[config.mk]
export PLATFORM = sky130hd
export DESIGN_NAME = ascii85_stream_encoder_top
export DESIGN_NICKNAME = d
export VERILOG_FILES = /design/src/rtl/core/a85_pkg.sv /design/src/rtl/core/a85_front.sv /design/src/rtl/core/a85_queue.sv /design/src/rtl/core/a85_conv.sv /design/src/rtl/core/a85_emit.sv /design/src/rtl/core/ascii85_stream_encoder_top.sv
export VERILOG_INCLUDE_DIRS = /design/src /design/src/rtl/core
export SDC_FILE = /design/constraint.sdc
export NUM_CORES = 1
export LEC_CHECK = 0
export BUFFER_PORTS_ARGS = -buffer_cell sky130_fd_sc_hd__buf_2
export CORE_ASPECT_RATIO = 0.7
export CORE_UTILIZATION = 40
export DETAILED_ROUTE_END_ITERATION = 7
export PLACE_DENSITY = 0.59
export SYNTH_ARGS = -nofsm -noshare
export SYNTH_HDL_FRONTEND = slang
export SYNTH_SLANG_ARGS = --single-unit
[constraint.sdc]
create_clock -name clk -period 10.95 [get_ports clk]
set_input_delay 0 -clock clk [delete_from_list [all_inputs] [get_ports clk]]
set_output_delay 0 -clock clk [all_outputs]
set_load 0.02 [all_outputs]
[src/rtl/core/ascii85_stream_encoder_top_macros.svh]
// Assertion macros shared by the Ascii85 encoder modules.
`ifndef ASCII85_STREAM_ENCODER_TOP_MACROS_SVH
`define ASCII85_STREAM_ENCODER_TOP_MACROS_SVH
`ifndef SYNTH
// Same-cycle implication, checked at every rising edge out of reset.
`define A85_CHECK(label, clk, rst_n, ante, cons) \
    label: assert property (@(posedge clk) disable iff (!rst_n) (ante) |-> (cons)) \
        else $error("a85 same-cycle check failed");
// Next-cycle implication, checked at every rising edge out of reset.
`define A85_CHECK_NEXT(label, clk, rst_n, ante, cons) \
    label: assert property (@(posedge clk) disable iff (!rst_n) (ante) |=> (cons)) \
        else $error("a85 next-cycle check failed");
`else
`define A85_CHECK(label, clk, rst_n, ante, cons)
`define A85_CHECK_NEXT(label, clk, rst_n, ante, cons)
`endif
`endif

[src/rtl/core/a85_pkg.sv]
// Types and constants shared by the Ascii85 stream encoder.
package a85_pkg;

    // One input item: a message byte and its end-of-message flag.
    typedef struct packed {
        logic [7:0] data_byte;
        logic       final_byte;
    } in_item_t;

    // One result item: a character and its end markers.
    typedef struct packed {
        logic [6:0] out_char;
        logic       run_end;
        logic       message_end;
    } out_item_t;

    // What the group part of a job turns into.
    typedef enum logic [1:0] {
        BODY_NONE,
        BODY_ZERO,
        BODY_DIGITS
    } body_kind_t;

    // Work handed from the front end to the converter.
    typedef struct packed {
        logic       hdr;
        body_kind_t kind;
        logic [2:0] ndig;
        logic [31:0] value;
        logic       trailer;
    } job_t;

    // Converted work handed from the converter to the emitter.
    // Digits are stored least significant first, already offset.
    typedef struct packed {
        logic            hdr;
        logic            zero;
        logic [2:0]      ndig;
        logic            trailer;
        logic [4:0][6:0] digits;
    } plan_t;

    // Converter states.
    typedef enum logic [1:0] {
        CONV_IDLE,
        CONV_RUN,
        CONV_HOLD
    } conv_state_t;

    // Division by 85 as multiplication by a reciprocal, exact for 32-bit values.
    localparam logic [31:0] RECIP_MULT  = 32'd3233857729;
    localparam int          RECIP_SHIFT = 38;
    localparam logic [31:0] DIGIT_BASE  = 32'd85;
    localparam logic [6:0]  DIGIT_OFFSET = 7'd33;
    localparam logic [2:0]  FULL_DIGITS = 3'd5;

    // Characters.
    localparam logic [6:0] CHAR_Z     = 7'h7A;
    localparam logic [6:0] CHAR_LT    = 7'h3C;
    localparam logic [6:0] CHAR_TILDE = 7'h7E;
    localparam logic [6:0] CHAR_GT    = 7'h3E;

endpackage

[src/rtl/core/a85_front.sv]
// Front end: accepts bytes, packs groups and classifies the work per byte.
module a85_front (
    input  logic             clk,
    input  logic             rst_n,
    input  a85_pkg::in_item_t data,
    input  logic             push,
    output logic             full,
    output logic             job_push,
    output a85_pkg::job_t    job,
    input  logic             job_full
);

    logic [23:0] acc_reg, acc_next;
    logic [1:0]  cnt_reg, cnt_next;
    logic        hdr_sent_reg, hdr_sent_next;
    logic        accept;
    logic [31:0] group;
    logic [23:0] acc_after;
    logic [1:0]  cnt_after;

    assign full   = job_full;
    assign accept = push && !job_full;
    assign group  = {acc_reg, data.data_byte};

    // Classify the byte and work out the next group state.
    always_comb
    begin
        job.hdr     = !hdr_sent_reg;
        job.kind    = a85_pkg::BODY_NONE;
        job.ndig    = 3'd0;
        job.value   = 32'd0;
        job.trailer = data.final_byte;
        acc_after   = {acc_reg[15:0], data.data_byte};
        cnt_after   = cnt_reg + 2'd1;
        if (cnt_reg == 2'd3)
        begin
            job.kind  = (group == 32'd0) ? a85_pkg::BODY_ZERO : a85_pkg::BODY_DIGITS;
            job.ndig  = a85_pkg::FULL_DIGITS;
            job.value = group;
            acc_after = 24'd0;
            cnt_after = 2'd0;
        end
        acc_next      = acc_after;
        cnt_next      = cnt_after;
        hdr_sent_next = 1'b1;
        if (data.final_byte)
        begin
            // A pending partial group is flushed as r+1 digits.
            if (cnt_after != 2'd0)
            begin
                job.kind  = a85_pkg::BODY_DIGITS;
                job.ndig  = {1'b0, cnt_after} + 3'd1;
                job.value = {8'd0, acc_after};
            end
            acc_next      = 24'd0;
            cnt_next      = 2'd0;
            hdr_sent_next = 1'b0;
        end
        job_push = accept && (job.hdr || job.trailer || (job.kind != a85_pkg::BODY_NONE));
    end

    // Group state.
    always_ff @(posedge clk or negedge rst_n)
    begin
        if (!rst_n)
        begin
            acc_reg      <= 24'd0;
            cnt_reg      <= 2'd0;
            hdr_sent_reg <= 1'b0;
        end
        else if (accept)
        begin
            acc_reg      <= acc_next;
            cnt_reg      <= cnt_next;
            hdr_sent_reg <= hdr_sent_next;
        end
    end

endmodule

[src/rtl/core/a85_queue.sv]
// Two-entry job queue between the front end and the converter.
module a85_queue (
    input  logic          clk,
    input  logic          rst_n,
    input  logic          wr_en,
    input  a85_pkg::job_t wr_job,
    output logic          full,
    output logic          rd_valid,
    output a85_pkg::job_t rd_job,
    input  logic          rd_en
);

    a85_pkg::job_t entry_reg [2];
    logic       wr_ptr_reg;
    logic       rd_ptr_reg;
    logic [1:0] count_reg, count_next;
    logic       do_wr;
    logic       do_rd;

    assign full     = (count_reg == 2'd2);
    assign rd_valid = (count_reg != 2'd0);
    assign rd_job   = entry_reg[rd_ptr_reg];
    assign do_wr    = wr_en && !full;
    assign do_rd    = rd_en && rd_valid;

    // Occupancy follows pushes and pops.
    always_comb
    begin
        count_next = count_reg;
        if (do_wr && !do_rd)
        begin
            count_next = count_reg + 2'd1;
        end
        else if (do_rd && !do_wr)
        begin
            count_next = count_reg - 2'd1;
        end
    end

    // Pointers and occupancy.
    always_ff @(posedge clk or negedge rst_n)
    begin
        if (!rst_n)
        begin
            wr_ptr_reg <= 1'b0;
            rd_ptr_reg <= 1'b0;
            count_reg  <= 2'd0;
        end
        else
        begin
            count_reg <= count_next;
            if (do_wr)
            begin
                wr_ptr_reg <= !wr_ptr_reg;
            end
            if (do_rd)
            begin
                rd_ptr_reg <= !rd_ptr_reg;
            end
        end
    end

    // Entry storage.
    always_ff @(posedge clk)
    begin
        if (do_wr)
        begin
            entry_reg[wr_ptr_reg] <= wr_job;
        end
    end

endmodule

[src/rtl/core/a85_conv.sv]
// Converter: turns a group value into base-85 digits, one digit per cycle.
`include "ascii85_stream_encoder_top_macros.svh"
module a85_conv (
    input  logic           clk,
    input  logic           rst_n,
    input  logic           job_valid,
    input  a85_pkg::job_t  job,
    output logic           job_pop,
    output logic           plan_valid,
    output a85_pkg::plan_t plan,
    input  logic           plan_take
);

    a85_pkg::conv_state_t state_reg, state_next;
    logic            hdr_reg;
    logic            zero_reg;
    logic [2:0]      ndig_reg;
    logic            trailer_reg;
    logic [31:0]     val_reg;
    logic [63:0]     prod_reg;
    logic [2:0]      cnt_reg;
    logic [4:0][6:0] dig_reg;
    logic            load;
    logic            run;
    logic [31:0]     quot;
    logic [31:0]     rem_wide;
    logic [6:0]      digit;

    // Quotient from the registered product; remainder by multiply and subtract.
    assign quot     = {6'd0, prod_reg[63:a85_pkg::RECIP_SHIFT]};
    assign rem_wide = val_reg - 32'(quot * a85_pkg::DIGIT_BASE);
    assign digit    = rem_wide[6:0] + a85_pkg::DIGIT_OFFSET;

    // State register.
    always_ff @(posedge clk or negedge rst_n)
    begin
        if (!rst_n)
        begin
            state_reg <= a85_pkg::CONV_IDLE;
        end
        else
        begin
            state_reg <= state_next;
        end
    end

    // Next state and handshake outputs.
    always_comb
    begin
        state_next = state_reg;
        load       = 1'b0;
        run        = 1'b0;
        plan_valid = 1'b0;
        case (state_reg)
            a85_pkg::CONV_IDLE:
            begin
                load = job_valid;
            end
            a85_pkg::CONV_RUN:
            begin
                run = 1'b1;
                if (cnt_reg == ndig_reg - 3'd1)
                begin
                    state_next = a85_pkg::CONV_HOLD;
                end
            end
            a85_pkg::CONV_HOLD:
            begin
                plan_valid = 1'b1;
                if (plan_take)
                begin
                    load       = job_valid;
                    state_next = a85_pkg::CONV_IDLE;
                end
            end
            default:
            begin
                state_next = a85_pkg::CONV_IDLE;
            end
        endcase
        if (load)
        begin
            state_next = (job.kind == a85_pkg::BODY_DIGITS) ? a85_pkg::CONV_RUN
                                                            : a85_pkg::CONV_HOLD;
        end
        job_pop = load;
    end

    // Datapath: load a job, then peel off one digit per cycle.
    always_ff @(posedge clk)
    begin
        if (load)
        begin
            hdr_reg     <= job.hdr;
            zero_reg    <= (job.kind == a85_pkg::BODY_ZERO);
            ndig_reg    <= (job.kind == a85_pkg::BODY_DIGITS) ? job.ndig : 3'd0;
            trailer_reg <= job.trailer;
            val_reg     <= job.value;
            prod_reg    <= {32'd0, job.value} * {32'd0, a85_pkg::RECIP_MULT};
            cnt_reg     <= 3'd0;
        end
        else if (run)
        begin
            dig_reg[cnt_reg] <= digit;
            val_reg          <= quot;
            prod_reg         <= {32'd0, quot} * {32'd0, a85_pkg::RECIP_MULT};
            cnt_reg          <= cnt_reg + 3'd1;
        end
    end

    assign plan.hdr     = hdr_reg;
    assign plan.zero    = zero_reg;
    assign plan.ndig    = ndig_reg;
    assign plan.trailer = trailer_reg;
    assign plan.digits  = dig_reg;

    // The digit counter never runs past the digit count of the job.
    `A85_CHECK(a_run_range, clk, rst_n, state_reg == a85_pkg::CONV_RUN, cnt_reg < ndig_reg)
    // A plan is only taken while one is held.
    `A85_CHECK(a_take_hold, clk, rst_n, plan_take, state_reg == a85_pkg::CONV_HOLD)

endmodule

[src/rtl/core/a85_emit.sv]
// Emitter: lays out a plan as characters and hands them out one per cycle while the reader pops.
`include "ascii85_stream_encoder_top_macros.svh"
module a85_emit (
    input  logic               clk,
    input  logic               rst_n,
    input  logic               plan_valid,
    input  a85_pkg::plan_t     plan,
    output logic               plan_take,
    input  logic               pop,
    output logic               empty,
    output a85_pkg::out_item_t result
);

    logic [6:0] chars_reg [7];
    logic [6:0] built [7];
    logic [2:0] cnt_reg;
    logic       msg_reg;
    logic       pop_ok;
    logic [3:0] hoff;
    logic [3:0] blen;
    logic [3:0] total;
    logic [3:0] rel;
    logic [2:0] idx;

    assign empty     = (cnt_reg == 3'd0);
    assign pop_ok    = pop && !empty;
    assign plan_take = plan_valid && (empty || ((cnt_reg == 3'd1) && pop_ok));

    assign result.out_char    = chars_reg[0];
    assign result.run_end     = (cnt_reg == 3'd1);
    assign result.message_end = (cnt_reg == 3'd1) && msg_reg;

    // Place header, body and trailer characters into their slots.
    always_comb
    begin
        hoff  = plan.hdr ? 4'd2 : 4'd0;
        blen  = plan.zero ? 4'd1 : {1'b0, plan.ndig};
        total = hoff + blen + (plan.trailer ? 4'd2 : 4'd0);
        rel   = 4'd0;
        idx   = 3'd0;
        for (int i = 0; i < 7; i++)
        begin
            rel = 4'(i) - hoff;
            idx = 3'(blen - 4'd1 - rel);
            if (4'(i) < hoff)
            begin
                built[i] = (i == 0) ? a85_pkg::CHAR_LT : a85_pkg::CHAR_TILDE;
            end
            else if (rel < blen)
            begin
                built[i] = plan.zero ? a85_pkg::CHAR_Z : plan.digits[idx];
            end
            else if (rel == blen)
            begin
                built[i] = a85_pkg::CHAR_TILDE;
            end
            else
            begin
                built[i] = a85_pkg::CHAR_GT;
            end
        end
    end

    // Character count and end-of-message flag.
    always_ff @(posedge clk or negedge rst_n)
    begin
        if (!rst_n)
        begin
            cnt_reg <= 3'd0;
            msg_reg <= 1'b0;
        end
        else if (plan_take)
        begin
            cnt_reg <= total[2:0];
            msg_reg <= plan.trailer;
        end
        else if (pop_ok)
        begin
            cnt_reg <= cnt_reg - 3'd1;
        end
    end

    // Character line: load a whole plan, shift by one on each pop.
    always_ff @(posedge clk)
    begin
        if (plan_take)
        begin
            chars_reg <= built;
        end
        else if (pop_ok)
        begin
            for (int i = 0; i < 6; i++)
            begin
                chars_reg[i] <= chars_reg[i + 1];
            end
        end
    end

    // A taken plan always leaves characters to hand out.
    `A85_CHECK_NEXT(a_take_fills, clk, rst_n, plan_take, cnt_reg != 3'd0)
    // A pop without a new plan drops exactly one character.
    `A85_CHECK_NEXT(a_pop_drains, clk, rst_n, pop_ok && !plan_take, cnt_reg == $past(cnt_reg) - 3'd1)
    // The message end marker only sits on the closing character.
    `A85_CHECK(a_end_char, clk, rst_n, !empty && result.message_end, result.out_char == a85_pkg::CHAR_GT)

endmodule

[src/rtl/core/ascii85_stream_encoder_top.sv]
// Flow: an accepted byte that yields work is written to the job queue as a job; the converter
// loads it, peels off its digits if it has any, and holds the plan until the emitter takes it.
// Overlap: the converter loads a new job only once its plan has been taken, and the emitter
// takes a plan when it is empty or as its last character is popped.
// Reset: asynchronous, active low; clears group state, the job queue and both back-end units.
// Top level of the Ascii85 stream encoder.
module ascii85_stream_encoder_top (
    input  logic               clk,
    input  logic               rst_n,
    input  a85_pkg::in_item_t  data,
    input  logic               push,
    output logic               full,
    output a85_pkg::out_item_t result,
    output logic               empty,
    input  logic               pop
);

    logic           job_push;
    a85_pkg::job_t  job_in;
    logic           job_full;
    logic           job_valid;
    a85_pkg::job_t  job_out;
    logic           job_pop;
    logic           plan_valid;
    a85_pkg::plan_t plan;
    logic           plan_take;

    // Byte intake and group packing.
    a85_front u_front (
        .clk      (clk),
        .rst_n    (rst_n),
        .data     (data),
        .push     (push),
        .full     (full),
        .job_push (job_push),
        .job      (job_in),
        .job_full (job_full)
    );

    // Decoupling queue.
    a85_queue u_queue (
        .clk      (clk),
        .rst_n    (rst_n),
        .wr_en    (job_push),
        .wr_job   (job_in),
        .full     (job_full),
        .rd_valid (job_valid),
        .rd_job   (job_out),
        .rd_en    (job_pop)
    );

    // Base-85 conversion.
    a85_conv u_conv (
        .clk        (clk),
        .rst_n      (rst_n),
        .job_valid  (job_valid),
        .job        (job_out),
        .job_pop    (job_pop),
        .plan_valid (plan_valid),
        .plan       (plan),
        .plan_take  (plan_take)
    );

    // Character output.
    a85_emit u_emit (
        .clk        (clk),
        .rst_n      (rst_n),
        .plan_valid (plan_valid),
        .plan       (plan),
        .plan_take  (plan_take),
        .pop        (pop),
        .empty      (empty),
        .result     (result)
    );

endmodule
# Yosys cells after proc, flatten, opt, wreduce, memory -nomap -nowiden
# Memory sizes are Yosys's and may differ from the RTL's.
# Cells that the tools add are included.
totals:
  reg_bits: 201
  ramBits: 78
  inputBits: 13
  out_inout_bits: 11
  n_memories: 1
memory_table:
  columns: ["memory", "words", "word_bits", "rd", "rd_clocked_by_memory_dff", "wr", "line_no", "source"]
  rows:
  - ["u_queue.entry_reg", 2, 39, 1, 0, 1, "a85_queue.sv:13", "a85_pkg::job_t entry_reg [2];"]
classes:
  n_addsub: 26
  mul: 3
  n_lt_le_gt_ge: 23
  n_eq_ne: 18
  n_mux: 77
  bitwise_logic: 1
  n_reduce_logical: 32
op_table:
  columns: ["cell", "count"]
  rows:
  - ["two-way mux 7 bit", 37]
  - ["binary-select mux 7 bit (select 3 bit)", 7]
  - ["two-way mux 64 bit", 2]
  - ["two-way mux 37 bit", 3]
  - ["two-way mux 42 bit", 2]
  - ["multiplier 32 x 32 -> 64 bit, second input constant", 1]
  - ["multiplier 26 x 32 -> 58 bit, second input constant", 1]
  - ["two-way mux 24 bit", 2]
  - ["bitwise mux 35 bit", 1]
  - ["logical NOT 32 bit", 1]
  - ["< comparator 3 x 4 -> 1 bit, second input constant", 8]
  - ["== test 4 x 3 -> 1 bit", 7]
  - ["< comparator 4 x 3 -> 1 bit", 7]
  - ["multiplier 26 x 7 -> 7 bit, second input constant", 1]
  - ["two-way mux 2 bit", 11]
  - ["demux 7 bit (select 3 bit)", 1]
  - ["subtractor 3 bit", 7]
  - ["< comparator 3 x 4 -> 1 bit, first input constant", 3]
  - ["nonzero test 2 bit", 6]
  - ["subtractor 3 x 2 -> 4 bit, first input constant", 3]
  - ["logical AND 1 bit", 11]
  - ["two-way mux 3 bit", 3]
  - ["subtractor 3 x 1 -> 3 bit, second input constant", 3]
  - ["== test 2 bit, second input constant", 4]
  - ["28 further kinds", 48]

# Logic depth before layout (Yosys ltp)
# Gate-level depths: netlist of run 1.
logic_depth:
  ltp_word: 13
  ltp_mapped: 28

# Hierarchy
# From an unflattened synthesis of run 1, not the netlist that was laid out.
unflattened:
  hier_cells: 2863
  area_unflattened_um2: 29269.3
by_module_without_submodules:
  columns: ["mod", "instances", "cells_each", "area_each_um2", "seq_area_each_um2"]
  rows:
  - ["a85_conv", 1, 2174, 20768.7, 2332.2]
  - ["a85_emit", 1, 420, 4092.7, 1571.5]
  - ["a85_queue", 1, 140, 3026.7, 2442.3]
  - ["a85_front", 1, 129, 1381.3, 675.6]

# Least setup slack after synthesis of run 1
# Ideal clock, no wire load.
synth_path:
  kind: "reg-to-reg"
  start: "reg u_queue.rd_ptr_reg"
  end: "reg u_conv.prod_reg[61], data pin"
  setup_ps: 273
  arrival_time_ps: 7265
  t_required_ps: 10677
  setup_slack_ps: 3412
  stages_incl_launch_ff: 28
  n_path_buf: 3
  synth_period_minus_slack_ps: 7538
  cell_sequence: "dfrtp_1 > buf_6 > clkbuf_1 > buf_1 > mux2i_1 > inv_1 > ha_1 > ha_1 > inv_1 > fa_1 > inv_1 > fa_1 > inv_1 > fa_1 > fa_1 > inv_1 > fa_1 > ha_1 > ha_1 > a21oi_1 > o21bai_1 > a21o_1 > nor3b_1 > a2111oi_4 > nand2_2 > a221o_1 > a211oi_1 > nor3_1"
synth_via:
  elab_chain_cells: 3
synth_rtl:
  columns: ["element", "line_no", "source"]
  rows:
  - ["from (decl)", "a85_queue.sv:15", "logic rd_ptr_reg;"]
  - ["from (signal assigned)", "a85_queue.sv:58", "rd_ptr_reg <= !rd_ptr_reg;"]
  - ["memory read (2 x 39 bit)", null, null]
  - ["multiplier 32 x 32 -> 64 bit", "a85_conv.sv:99", "prod_reg <= {32'd0, job.value} * {32'd0, a85_pkg::RECIP_MULT};"]
  - ["two-way mux 64 bit", "a85_conv.sv:92", "if (load)"]
  - ["to (signal assigned)", "a85_conv.sv:99", null]
  - ["to (signal assigned)", "a85_conv.sv:106", "prod_reg <= {32'd0, quot} * {32'd0, a85_pkg::RECIP_MULT};"]
  - ["to (decl)", "a85_conv.sv:20", "logic [63:0] prod_reg;"]
# Every way passes these cells.
# A chain may end at the register's enable or synchronous reset.

# Worst setup path in the final report of run 1
layout_path:
  start: "reg u_queue.rd_ptr_reg"
  end: "reg u_conv.prod_reg[42], data pin"
# Same word-level chain as after synthesis.

==> results by stage, run 1 <==
Synthesis:
- Sorting the synthesized cells by how often they occur yields inv_1, ha_1, fa_1, edfxtp_1, nand2_1.
- The synthesized instance count is approximately 2,800.
- The post-synthesis async set-or-reset flop share is between 15 and 20%.
- Summed over all instances, the cell type with the most area after synthesis is ha_1.
- The number of synthesized flops with an enable pin is about 200.
- In the synthesized netlist the dominant register cell turns out to be edfxtp_1.
- The number of warnings reported in the yosys synthesis log is 0.
- After synthesis the netlist holds a flip-flop and latch count of approximately 240.
- When the netlist entered floorplanning its net count stood at roughly 3,700.
- The netlist area before placement is 28,800 sq um.
- After synthesis, the mean cell area works out to 10.2 sq um.
- The number of distinct library cell variants in the gate-level netlist after synthesis is 87.
- Summing the sequential cell areas from Yosys gives 24.4% of the chip area.
- Among all cell types in the netlist, the one instantiated most often is inv_1.
- The fraction of post-synthesis cell area in the top cell type by area is 23.9%.
- Yosys attributes the largest share of cell area to ha_1, edfxtp_1, fa_1.

GRT:
- The first global-routing pass estimated around 120,000 microns of wire.
- The overall track demand over capacity in global routing is 21.0%.
- The final global-route overflow total is 0.
- The number of antenna violations at the first check in global routing came to 1.
- Entering global routing, the biggest net connects 56 pins.
- The via count of the first global-routing pass is 20,600.

Drt:
- The total length of routed wires is around 75,000 microns.
- The iteration count of the initial detailed-routing pass is 5.
- The per-cell routed wire length is 19.8 microns.
- The total via count after detailed routing is between 20,000 and 25,000.
- The post-detailed-route DRC marker count is 0.
- The post-detailed-route via-to-cell ratio is 5.30.
- The remaining number of nets flagged by the antenna check after routing is 0.
- The first routing iteration left around 1,300 violations.

Run status:
- The run finished with clean final reports.

Placement:
- Routability-driven placement finished with a final weighted congestion of 0.979.
- Buffers placed on the I/O ports in this run total 23.
- Once detailed placement completed, the half-perimeter wirelength came to approximately 65,000 microns.

STA:
- Setup repair after global routing left no endpoint under its margin.
- The final critical path takes up about three quarters of the cycle.
- The number of endpoints with negative hold slack in the final report is 0.
- The number of failing setup endpoints in the final timing report is 0.
- The max-slew violation total from the final report is 0.
- The slew of the pin with the lowest slew margin is 1.16 ns.
- The maximum clock skew at final layout is 0.0237 ns.
- Based on the critical path, the design can be clocked at up to between 100 and 150 MHz.
- The summed negative setup slack over all endpoints is 0 ns.
- The final critical path time including I/O delays and setup is around 8.4 ns.
- Measured against its own limit, the worst slew margin works out to 22.4%.

Clock tree:
- TritonCTS built the clock tree.
- The cell sitting at the root of the clock tree is a clkbuf_16.
- In this run the number of H-tree levels came out at 1.
- The total number of clock tree sinks is roughly 240.
- Clock-pin slew was measured on the worst setup and hold paths at 0.06 ns.
- The worst-skew pair later-pin latency is 0.56 ns.
- The number of buffers between clock root and the deepest sink is 3.
- Post-CTS repair changed the size of 0 cells.
- The number of buffers inserted during clock tree synthesis is 27.

Die:
- The floorplan core area is slightly above 70,000 sq um.
- The initial core utilization is ~40%.
- In this run the core area contains 81 standard-cell rows.
- The die boundary height is between 200 and 250 microns.
- The I/O pin count is 24.
- The floorplan die area is between 70,000 and 80,000 sq um.
- The horizontal die dimension is ~320 microns.

Setup path:
- The worst setup path is of the flop to flop kind.
- The highest net fanout along the worst path is 28.
- Data on the critical path arrives at its endpoint at slightly below 9 ns.
- The element type at the critical path start is a flop.
- STA classifies the critical path endpoint as a flop.
- The data required time of the worst path is about 11 ns.

Finish:
- The area used by multi-input combinational logic is around 19,000 sq um.
- The register with the most flip-flops in the layout has roughly 80 of them.
- In the final layout, flip-flops and latches occupy between 7000 and 8000 sq um.
- The count of filler cells inserted in the layout is 6,727.
- After the last flow step, the layout net total stands at approximately 3,700.
- Of the cells placed in the final design, the portion with a size suffix greater than 1 is under 10%.
- The number of antenna diodes in the final layout is 0.
- The relative area change from synthesis to final layout is 7.34%.

Worst hold path:
- The class of the most critical hold timing path is primary input to flop.

Job:
- The tool flagged a number of max-cap violations equal to 0.
==> worst max-delay path: stages, from the launching register on <==
cell       delay (ns)
dfrtp_2          0.84
buf_4            0.39
mux2_2           0.48
ha_1             0.33
ha_1             0.32
inv_1            0.06
fa_1             0.52
inv_1            0.07
fa_1             0.50
inv_1            0.05
fa_1             0.55
fa_1             0.54
fa_1             0.55
inv_1            0.05
ha_1             0.29
ha_1             0.34
nand3_1          0.22
nor4_1           0.58
a31oi_1          0.23
nand4_1          0.15
a2bb2oi_2        0.41
a21oi_1          0.15
xnor2_1          0.39
nand2_1          0.09
o21ai_0          0.11
==> cells by family after synthesis <==
family,synth area share (%)
XOR/XNOR,2.22
AO/OA/AOI/OAI,9.95
flip-flops,24.4
multiplexers,3.77
AND/OR/NAND/NOR,8.15
adder cells (fa/ha/maj),43.0
buffers and inverters,8.53
==> metrics by stage <==
stage	utilization [%]	setup WS, ns	cell area, sq um	hold WS [ns]	std cells
floorplan	-	3.41	28800	-0.296	2814
global placement	42.4	2.53	29900	0.157	3732
global route	43.8	2.06	30900	0.0750	3792
detailed placement	42.4	2.57	29900	0.177	3732
CTS	43.8	2.55	30900	0.0290	3792
finish	43.8	2.52	30900	0.0545	3792
==> per-layer routing <==
layer	share of wire, %	wire, microns	GRT usage, %
met1	51	38100	32.1
met3	6.9	5210	4.69
met5	0	0	0
met4	1.4	1020	3.12
met2	41	30800	30.5
==> area by class of cell <==
type | count | area share [%]
sequential | 241 | 22.7
timing repair buffer | 45 | 0.996
tap | 954 | 3.86
clock buffer | 32 | 2.25
clock inverter | 17 | 0.563
inverter | 572 | 6.95
multi-input combinational | 1931 | 62.7
==> cell usage in the layout (no fill, tap or decap), types with 49 or more instances in the layout <==
master and n:
a21oi_1 127, edfxtp_1 201, fa_1 275, ha_1 549, inv_1 570, mux2i_1 86
nand2_1 168, nor2_1 102, o21ai_0 111, xnor2_1 49
==> timing repair <==
item	in CTS	in global routing
setup buffers	0	0
hold buffers	11	0
endpoints found under the setup margin	0	0
endpoints found under the hold margin	75	0
==> path summary, 6_finish.rpt <==
path | start | to | slack, ns | cells past startpoint
worst max register to register | u_queue.rd_ptr_reg | u_conv.prod_reg[42] | 2.52 | 24
worst min register to register | u_emit.msg_reg | u_emit.msg_reg | 0.49 | 2
worst min-delay path | push | u_front.hdr_sent_reg | 0.05 | 5
min in group asynchronous | rst_n | u_front.cnt_reg[0] | 0.12 | 2
worst max-delay path | u_queue.rd_ptr_reg | u_conv.prod_reg[42] | 2.52 | 24
max in group asynchronous | rst_n | u_queue.rd_ptr_reg | 10.20 | 2
Power of run 1 is not shown: default switching activity piles up to over one toggle a cycle in this logic, so the estimate is an artifact.
==> inputs of run 2 (changes only) <==
==> constraint.sdc (replaced) <==
create_clock -name clk -period 8.2 [get_ports clk]
set_input_delay 0 -clock clk [delete_from_list [all_inputs] [get_ports clk]]
set_output_delay 0 -clock clk [all_outputs]
set_load 0.02 [all_outputs]
==> run 2 against run 1 <==
Effect of this change:
- the flow now finishes with violations (capacitance limit, slew limit)
- critical path depth down 1
- non-clock buffer count up 11
- critical path type unchanged
- global-route usage about the same
- final area up 0.32%
- die area unchanged
- clock skew down 0.010 ns
- setup slack worse by 2.1 ns
- register-to-register slack worse by 2.1 ns
==> results by stage, run 2 (synthesis gave the netlist of run 1 again) <==
STA:
- The number of endpoints with negative hold slack in the final report came to 0 (unchanged).
- The maximum clock skew at final layout is 0.0133 ns (-0.0105 ns).
- The summed negative setup slack over all endpoints came to 0 ns (unchanged).
- Setup repair after global routing left no endpoint under its margin.
- The number of failing setup endpoints in the final timing report is 0 (unchanged).
- The maximum clock rate is 129 MHz (+8.6%).
- The final cycle utilization of the critical path is 94.6% (+18 points).
- The relative max-transition margin came to -4.75% (-27 points).
- The slew of the pin with the lowest slew margin came to 1.56 ns (+0.399 ns).
- The final critical path time including I/O delays and setup is 7.76 ns (-0.665 ns).
- The max-slew violation total from the final report came to 2 (+2).

Setup path:
- Walking the worst path, the cells encountered are buf_4 -> mux2i_1 -> inv_1 -> ha_1 -> ha_1 -> ha_1 -> ha_1 -> inv_1 -> fa_1 -> fa_1 -> fa_1 -> inv_1 -> ha_1 -> ha_1 -> nand3_1 -> nor4_1 -> a31oi_1 -> nand4_1 -> a2bb2oi_2 -> a221oi_1 -> xnor2_1 -> nand2_1 -> o21ai_0.
- The data required time of the worst path is 8.47 ns (-2.85 ns).
- The slowest stage of the critical path is the mux2i_1 cell.
- The kind of critical path is flop to flop.
- The worst stage delay on the critical path is 0.67 ns (-0.17 ns).
- The element type at the critical path start is a flop.
- The end of the worst register-to-register path is u_conv.prod_reg[45].
- The source of the worst register-to-register timing path is u_queue.rd_ptr_reg.
- The highest net fanout along the worst path is 18 (-36%).
- The depth of the worst register-to-register path is 23 (-4.2%).
- The category of the worst setup path capture point is a flop.
- The data arrival at the endpoint of the critical path is 8.03 ns (-0.76 ns).
- The setup slack on the worst flop-to-flop path is 0.44 ns (-2.08 ns).
- Counting stages on the worst path, the most repeated cell is ha_1.
- The critical path startpoint is u_queue.rd_ptr_reg.
- The critical path ends at u_conv.prod_reg[45].

Placement:
- The global placement routability congestion was 0.967 (-1.2%).
- The placed cell area came to 30,000 sq um (+0.32%).
- The number of port buffers came to 23 (unchanged).
- The placed wire-length estimate is 64,900 microns (about the same).

Finish:
- Compared with the post-synthesis result, the final layout area differs by 7.68%.
- The share of layout cells above drive strength 1 is 4.78% (+0.34 points).
- The count of filler cells inserted in the layout is 6,738 (+0.16%).
- The layout net count was 3,665 (+0.27%).
- The number of flip-flops under the largest register name is 78 (unchanged).
- The leading cell type in the layout, fill and taps excluded is inv_1.
- The cell area after layout came to 31,000 sq um (+0.32%).
- The library cells used most frequently in the layout, excluding fill and tap cells, are inv_1, ha_1, fa_1.
- The count of antenna diodes in the layout is 0 (unchanged).
- The area taken by flip-flops and latches was 7020 sq um (unchanged).
- The area used by multi-input combinational logic is 19,400 sq um (unchanged).

GRT:
- The number of antenna violations at the first check in global routing is 1 (unchanged).
- The overall track demand over capacity in global routing came to 21.0% (+0.039 points).
- The global routing usage on met2 is 31.1% (+0.57 points).
- The met1 routing resource usage after global routing is 33.4% (+1.3 points).
- The final global-route overflow total is 0 (unchanged).
- The maximum number of pins on one net before global-route repair is 56 (unchanged).
- The wire length of the first global-routing pass is 119,000 microns (+0.94%).
- In this run the most used layer during global routing was met1.
- The via count of the first global-routing pass is 20,700 (+0.56%).
- The met3 track demand over resource in global routing is 2.40% (-2.3 points).

Die:
- The floorplan die area came to 73,100 sq um (unchanged).
- The initial core utilization is 40.8% (unchanged).
- The I/O pin count is 24 (unchanged).
- The row count is 81 (unchanged).
- The die boundary height is 226 microns (unchanged).
- The floorplan core area was 70,500 sq um (unchanged).
- The horizontal die dimension is 323 microns (unchanged).

Drt:
- The iteration count of the initial detailed-routing pass is 5 (unchanged).
- The remaining number of nets flagged by the antenna check after routing is 0 (unchanged).
- The total via count after detailed routing was 20,300 (+1.1%).
- The per-cell routed wire length is 19.8 microns (+0.22%).
- The total length of routed wires came to 75,400 microns (+0.49%).
- The violation count after the first detailed-route iteration is 1,715 (+27%).
- The post-detailed-route via-to-cell ratio is 5.34 (+0.81%).
- The post-detailed-route DRC marker count came to 0 (unchanged).

Clock tree:
- The number of buffers between clock root and the deepest sink is 3 (unchanged).
- The total number of clock tree sinks is 241 (unchanged).
- The clock transition at the registers of the reported paths was 0.07 ns (about the same).
- The root buffer cell chosen for the clock tree is clkbuf_16.
- The deepest level of the CTS H-tree is 1 (unchanged).
- TritonCTS built the clock tree.
- The number of resized instances in the post-cts repair step is 0 (unchanged).
- The number of buffers inserted during clock tree synthesis is 26 (-3.7%).
- The worst-skew pair later-pin latency came to 0.55 ns (about the same).

Job:
- The reported max-cap violation count is 1 (+1).

Run status:
- The checks that failed: capacitance limit, slew limit.
- The run finished, with violations left.

Worst hold path:
- The startpoint identified for the worst hold timing path is push.
- The path class of the tightest hold or removal check is primary input to flop.
## run 2: cell count changes in the layout (fill, tap and decap cells not counted), sizes merged
| cell | before | now |
|---|---|---|
| bufinv | 3 | 2 |
| buf | 34 | 45 |
| clkbuf | 32 | 36 |
| clkinvlp | 3 | 2 |
| inv | 574 | 575 |
| clkinv | 9 | 5 |
## run 2: layer usage
| layer | vias up | wire length [microns] |
|---|---|---|
| met5 | - | 0 |
| met4 | 0 | 733 |
| met3 | 45 | 4320 |
| met2 | 542 | 31400 |
| met1 | 10200 | 39000 |
| li1 | 9549 | - |
## run 2: worst min-delay path by stage
stage / slack (ns) / to / depth (start not counted)
global route: 0.1 / u_front.acc_reg[15] / 5
floorplan: -0.30 / u_conv.state_reg[0] / 0
global placement: 0.14 / u_front.acc_reg[23] / 1
detailed placement: 0.16 / u_front.acc_reg[23] / 1
finish: 0.07 / u_front.acc_reg[20] / 5
CTS: 0.05 / u_front.acc_reg[20] / 5
## run 2: area by class of cell
type | instances | area share (%)
well taps | 954 | 3.85
clock buffers | 36 | 2.39
clock inverters | 12 | 0.428
repair buffers | 56 | 1.30
flip-flops and latches | 241 | 22.7
inverters | 572 | 6.93
multi-input cells | 1931 | 62.5
## run 2: metrics by stage
stage               util (%)  instances  hold slack, ns  worst slack, ns
floorplan                  -       2814          -0.296            0.662
global placement        42.6       3743           0.142            0.543
detailed placement      42.6       3743           0.155            0.448
CTS                     43.9       3802          0.0490            0.438
global route            43.9       3802          0.0968           0.0248
finish                  43.9       3802          0.0681            0.440
## run 2: what timing repair did
| item | 4_1_cts | 5_1_grt |
|---|---|---|
| buffers inserted | 0 | 0 |
| endpoints found under the hold margin | 75 | 0 |
| hold buffers | 11 | 0 |
## run 2: critical path, delay by kind of cell (launching register included)
kind / cells / cell delay, ns
mux: 1 / 0.67
buf+inv: 4 / 0.67
simple gates: 4 / 1.08
fa+ha+maj: 9 / 3.57
flops: 1 / 0.38
compound gates: 4 / 0.92
xor+xnor: 1 / 0.20
Power of run 2 is left out for the same reason.
==> inputs of run 3 (changes only) <==
--- a/config.mk
+++ b/config.mk
@@ -10,6 +10,7 @@
 export CORE_ASPECT_RATIO = 0.7
 export CORE_UTILIZATION = 40
 export DETAILED_ROUTE_END_ITERATION = 7
+export MAX_ROUTING_LAYER = met4
 export PLACE_DENSITY = 0.59
 export SYNTH_ARGS = -nofsm -noshare
 export SYNTH_HDL_FRONTEND = slang
==> run 3 against run 2 <==
Effect of this change:
- the flow now finishes without violations
- core utilization hardly changed
- sequential cell count unchanged
- clock-buffer cell count is 1 higher
- register-to-register slack worse by 0.03 ns
- final cell count up 0.11%
- via count shrank 0.25%
- first-iteration DRC count shrank 3.7%
- hold slack better by 0.013 ns
- clock skew is 0.0017 ns higher
- critical path depth increased by 3
- non-clock buffer count grew 3
- die area unchanged
- largest cell class unchanged
==> results by stage, run 3 (synthesis gave the netlist of run 1 again) <==
GRT:
- The final global-route overflow total is 0 (unchanged).
- The overall track demand over capacity in global routing was 21.4% (+0.32 points).
- The number of antenna violations at the first check in global routing came to 4 (+3).
- The via count of the first global-routing pass was 20,500 (-1.1%).
- The wire length of the first global-routing pass came to 117,000 microns (-1.7%).
- The maximum number of pins on one net before global-route repair came to 56 (unchanged).

Finish:
- The layout net count came to 3,668 (+0.082%).
- The count of filler cells inserted in the layout was 6,717 (-0.31%).
- The leading cell type in the layout, fill and taps excluded is inv_1.
- The number of flip-flops under the largest register name is 78 (unchanged).
- In the layout the commonest cells are inv_1, ha_1, fa_1.
- The share of layout cells above drive strength 1 is 5.02% (+0.24 points).
- The relative area change from synthesis to final layout is 7.79%.
- The post-route core utilization is 44.0% (+0.044 points).

Clock tree:
- The clock root buffer is clkbuf_16.
- The number of buffers inserted during clock tree synthesis is 26 (unchanged).
- TritonCTS built the clock tree.
- The number of buffers between clock root and the deepest sink is 3 (unchanged).
- The deepest level of the CTS H-tree is 1 (unchanged).
- The worst-skew pair later-pin latency was 0.54 ns (about the same).
- The number of buffers inserted to repair setup after CTS is 0 (unchanged).
- The total number of clock tree sinks is 241 (unchanged).
- The clock transition at the registers of the reported paths is 0.06 ns (about the same).

Setup path:
- STA classifies the critical path endpoint as a flop.
- The data required time of the worst path came to 8.47 ns (about the same).
- The data arrival at the endpoint of the critical path is 8.06 ns (+0.03 ns).
- The highest net fanout along the worst path came to 23 (+5).
- The critical path startpoint is u_queue.rd_ptr_reg.
- The startpoint identified for the worst register-to-register timing path is u_queue.rd_ptr_reg.
- The worst setup path is launched from a flop.
- The kind of critical path is flop to flop.

Worst hold path:
- The min-delay analysis places its worst path in the category primary input to flop.
- The hold path startpoint is push.

STA:
- The summed negative setup slack over all endpoints is 0 ns (unchanged).
- The number of failing setup endpoints in the final timing report is 0 (unchanged).
- The maximum clock skew at final layout is 0.0150 ns (+0.00170 ns).
- The max-slew violation total from the final report was 0 (-2).
- The number of endpoints with negative hold slack in the final report is 0 (unchanged).
- Setup repair after global routing left no endpoint under its margin.
- The relative max-transition margin is 10.2% (+15 points).
- The final hold slack is 0.0807 ns (+0.0126 ns).
- The final cycle utilization of the critical path is 95.0% (+0.32 points).
- The final critical path time including I/O delays and setup was 7.79 ns (+0.0266 ns).
- The maximum clock rate is 128 MHz (-0.34%).
- The slew of the pin with the lowest slew margin was 1.34 ns (-0.220 ns).

Die:
- The horizontal die dimension is 323 microns (unchanged).
- The initial core utilization is 40.8% (unchanged).
- The row count was 81 (unchanged).
- The I/O pin count is 24 (unchanged).
- The floorplan die area is 73,100 sq um (unchanged).
- The die boundary height came to 226 microns (unchanged).
- The floorplan core area is 70,500 sq um (unchanged).

Placement:
- The global placement routability congestion was 0.980 (+1.3%).
- The placed wire-length estimate is 64,300 microns (-0.94%).
- The number of port buffers is 23 (unchanged).

Drt:
- The post-detailed-route via-to-cell ratio was 5.32 (-0.36%).
- The per-cell routed wire length is 19.7 microns (-0.89%).
- The total length of routed wires is 74,900 microns (-0.78%).
- The iteration count of the initial detailed-routing pass is 6 (+1).
- The total via count after detailed routing is 20,300 (-0.25%).
- The remaining number of nets flagged by the antenna check after routing was 0 (unchanged).
- The violation count after the first detailed-route iteration is 1,651 (-3.7%).
- The post-detailed-route DRC marker count is 0 (unchanged).

Run status:
- The flow ran to the end, and the final reports show no timing, DRC or antenna violations.

Job:
- The reported max-cap violation count is 0 (-1).
## run 3: cell types whose count changed in the layout (fill, tap and decap cells not counted), moves of 2 or more
cell	before	now
clkinv_2	0	5
buf_4	21	25
clkinv_1	3	0
clkbuf_1	6	8
clkinvlp_4	2	0
mux2i_1	86	84
mux2i_2	0	2
## run 3: final cells by class
cell class	count	area [sq um]	share of cell area, %
Clock buffer	37	733	2.36
Inverter	572	2150	6.92
Antenna cell	1	2.50	0.00806
Timing Repair Buffer	59	413	1.33
Multi-Input combinational cell	1931	19400	62.4
Sequential cell	241	7030	22.6
Clock inverter	11	141	0.456
Tap cell	954	1190	3.85
## run 3: final timing paths
path	endpoint	slack, ns	cells after the start
max in group asynchronous	u_queue.rd_ptr_reg	7.47	2
setup reg to reg	u_conv.prod_reg[56]	0.41	26
min in group asynchronous	u_front.cnt_reg[1]	0.11	2
hold / removal	u_front.acc_reg[21]	0.08	5
hold reg to reg	u_emit.msg_reg	0.48	2
setup / recovery	u_conv.prod_reg[56]	0.41	26
## run 3: metrics by stage
step                cell area [sq um]  cells  setup slack (ns)
floorplan                       28800   2814             0.662
global placement                30000   3746             0.363
CTS                             31000   3805             0.239
global route                    31000   3806            0.0412
detailed placement              30000   3746             0.270
finish                          31000   3806             0.413
## run 3: repair_timing
item                       CTS  global route
hold endpoints to repair    75             0
setup endpoints to repair    0             8
hold buffers                11             0
gates resized for setup      0             4
## run 3: critical path, stage by stage, from the launching register on
cell and delay [ns]:
dfrtp_4 0.66, buf_4 0.25, mux2i_1 0.34, inv_1 0.22, ha_1 0.32, ha_1 0.30
ha_1 0.32, inv_1 0.06, fa_1 0.50, inv_1 0.08, fa_1 0.52, inv_1 0.05
fa_1 0.60, inv_1 0.09, fa_1 0.53, ha_1 0.32, ha_1 0.38, and3_1 0.24
nand2_1 0.07, a2111oi_1 0.31, a211oi_1 0.11, buf_4 0.18, o211ai_2 0.41, a211oi_2 0.20
a21oi_1 0.20, xnor2_1 0.14, o22ai_1 0.09
## run 3: routing by layer
| metal | wire length [microns] | vias to the layer above | track usage, % | part of all wire [%] |
|---|---|---|---|---|
| met2 | 30400 | 626 | 29.6 | 41 |
| met3 | 5990 | 81 | 5.05 | 8.0 |
| met1 | 37400 | 9986 | 31.9 | 50 |
| li1 | - | 9557 | - | - |
| met5 | 0 | - | - | 0 |
| met4 | 1100 | 0 | 3.13 | 1.5 |
Power of run 3 is left out for the same reason.
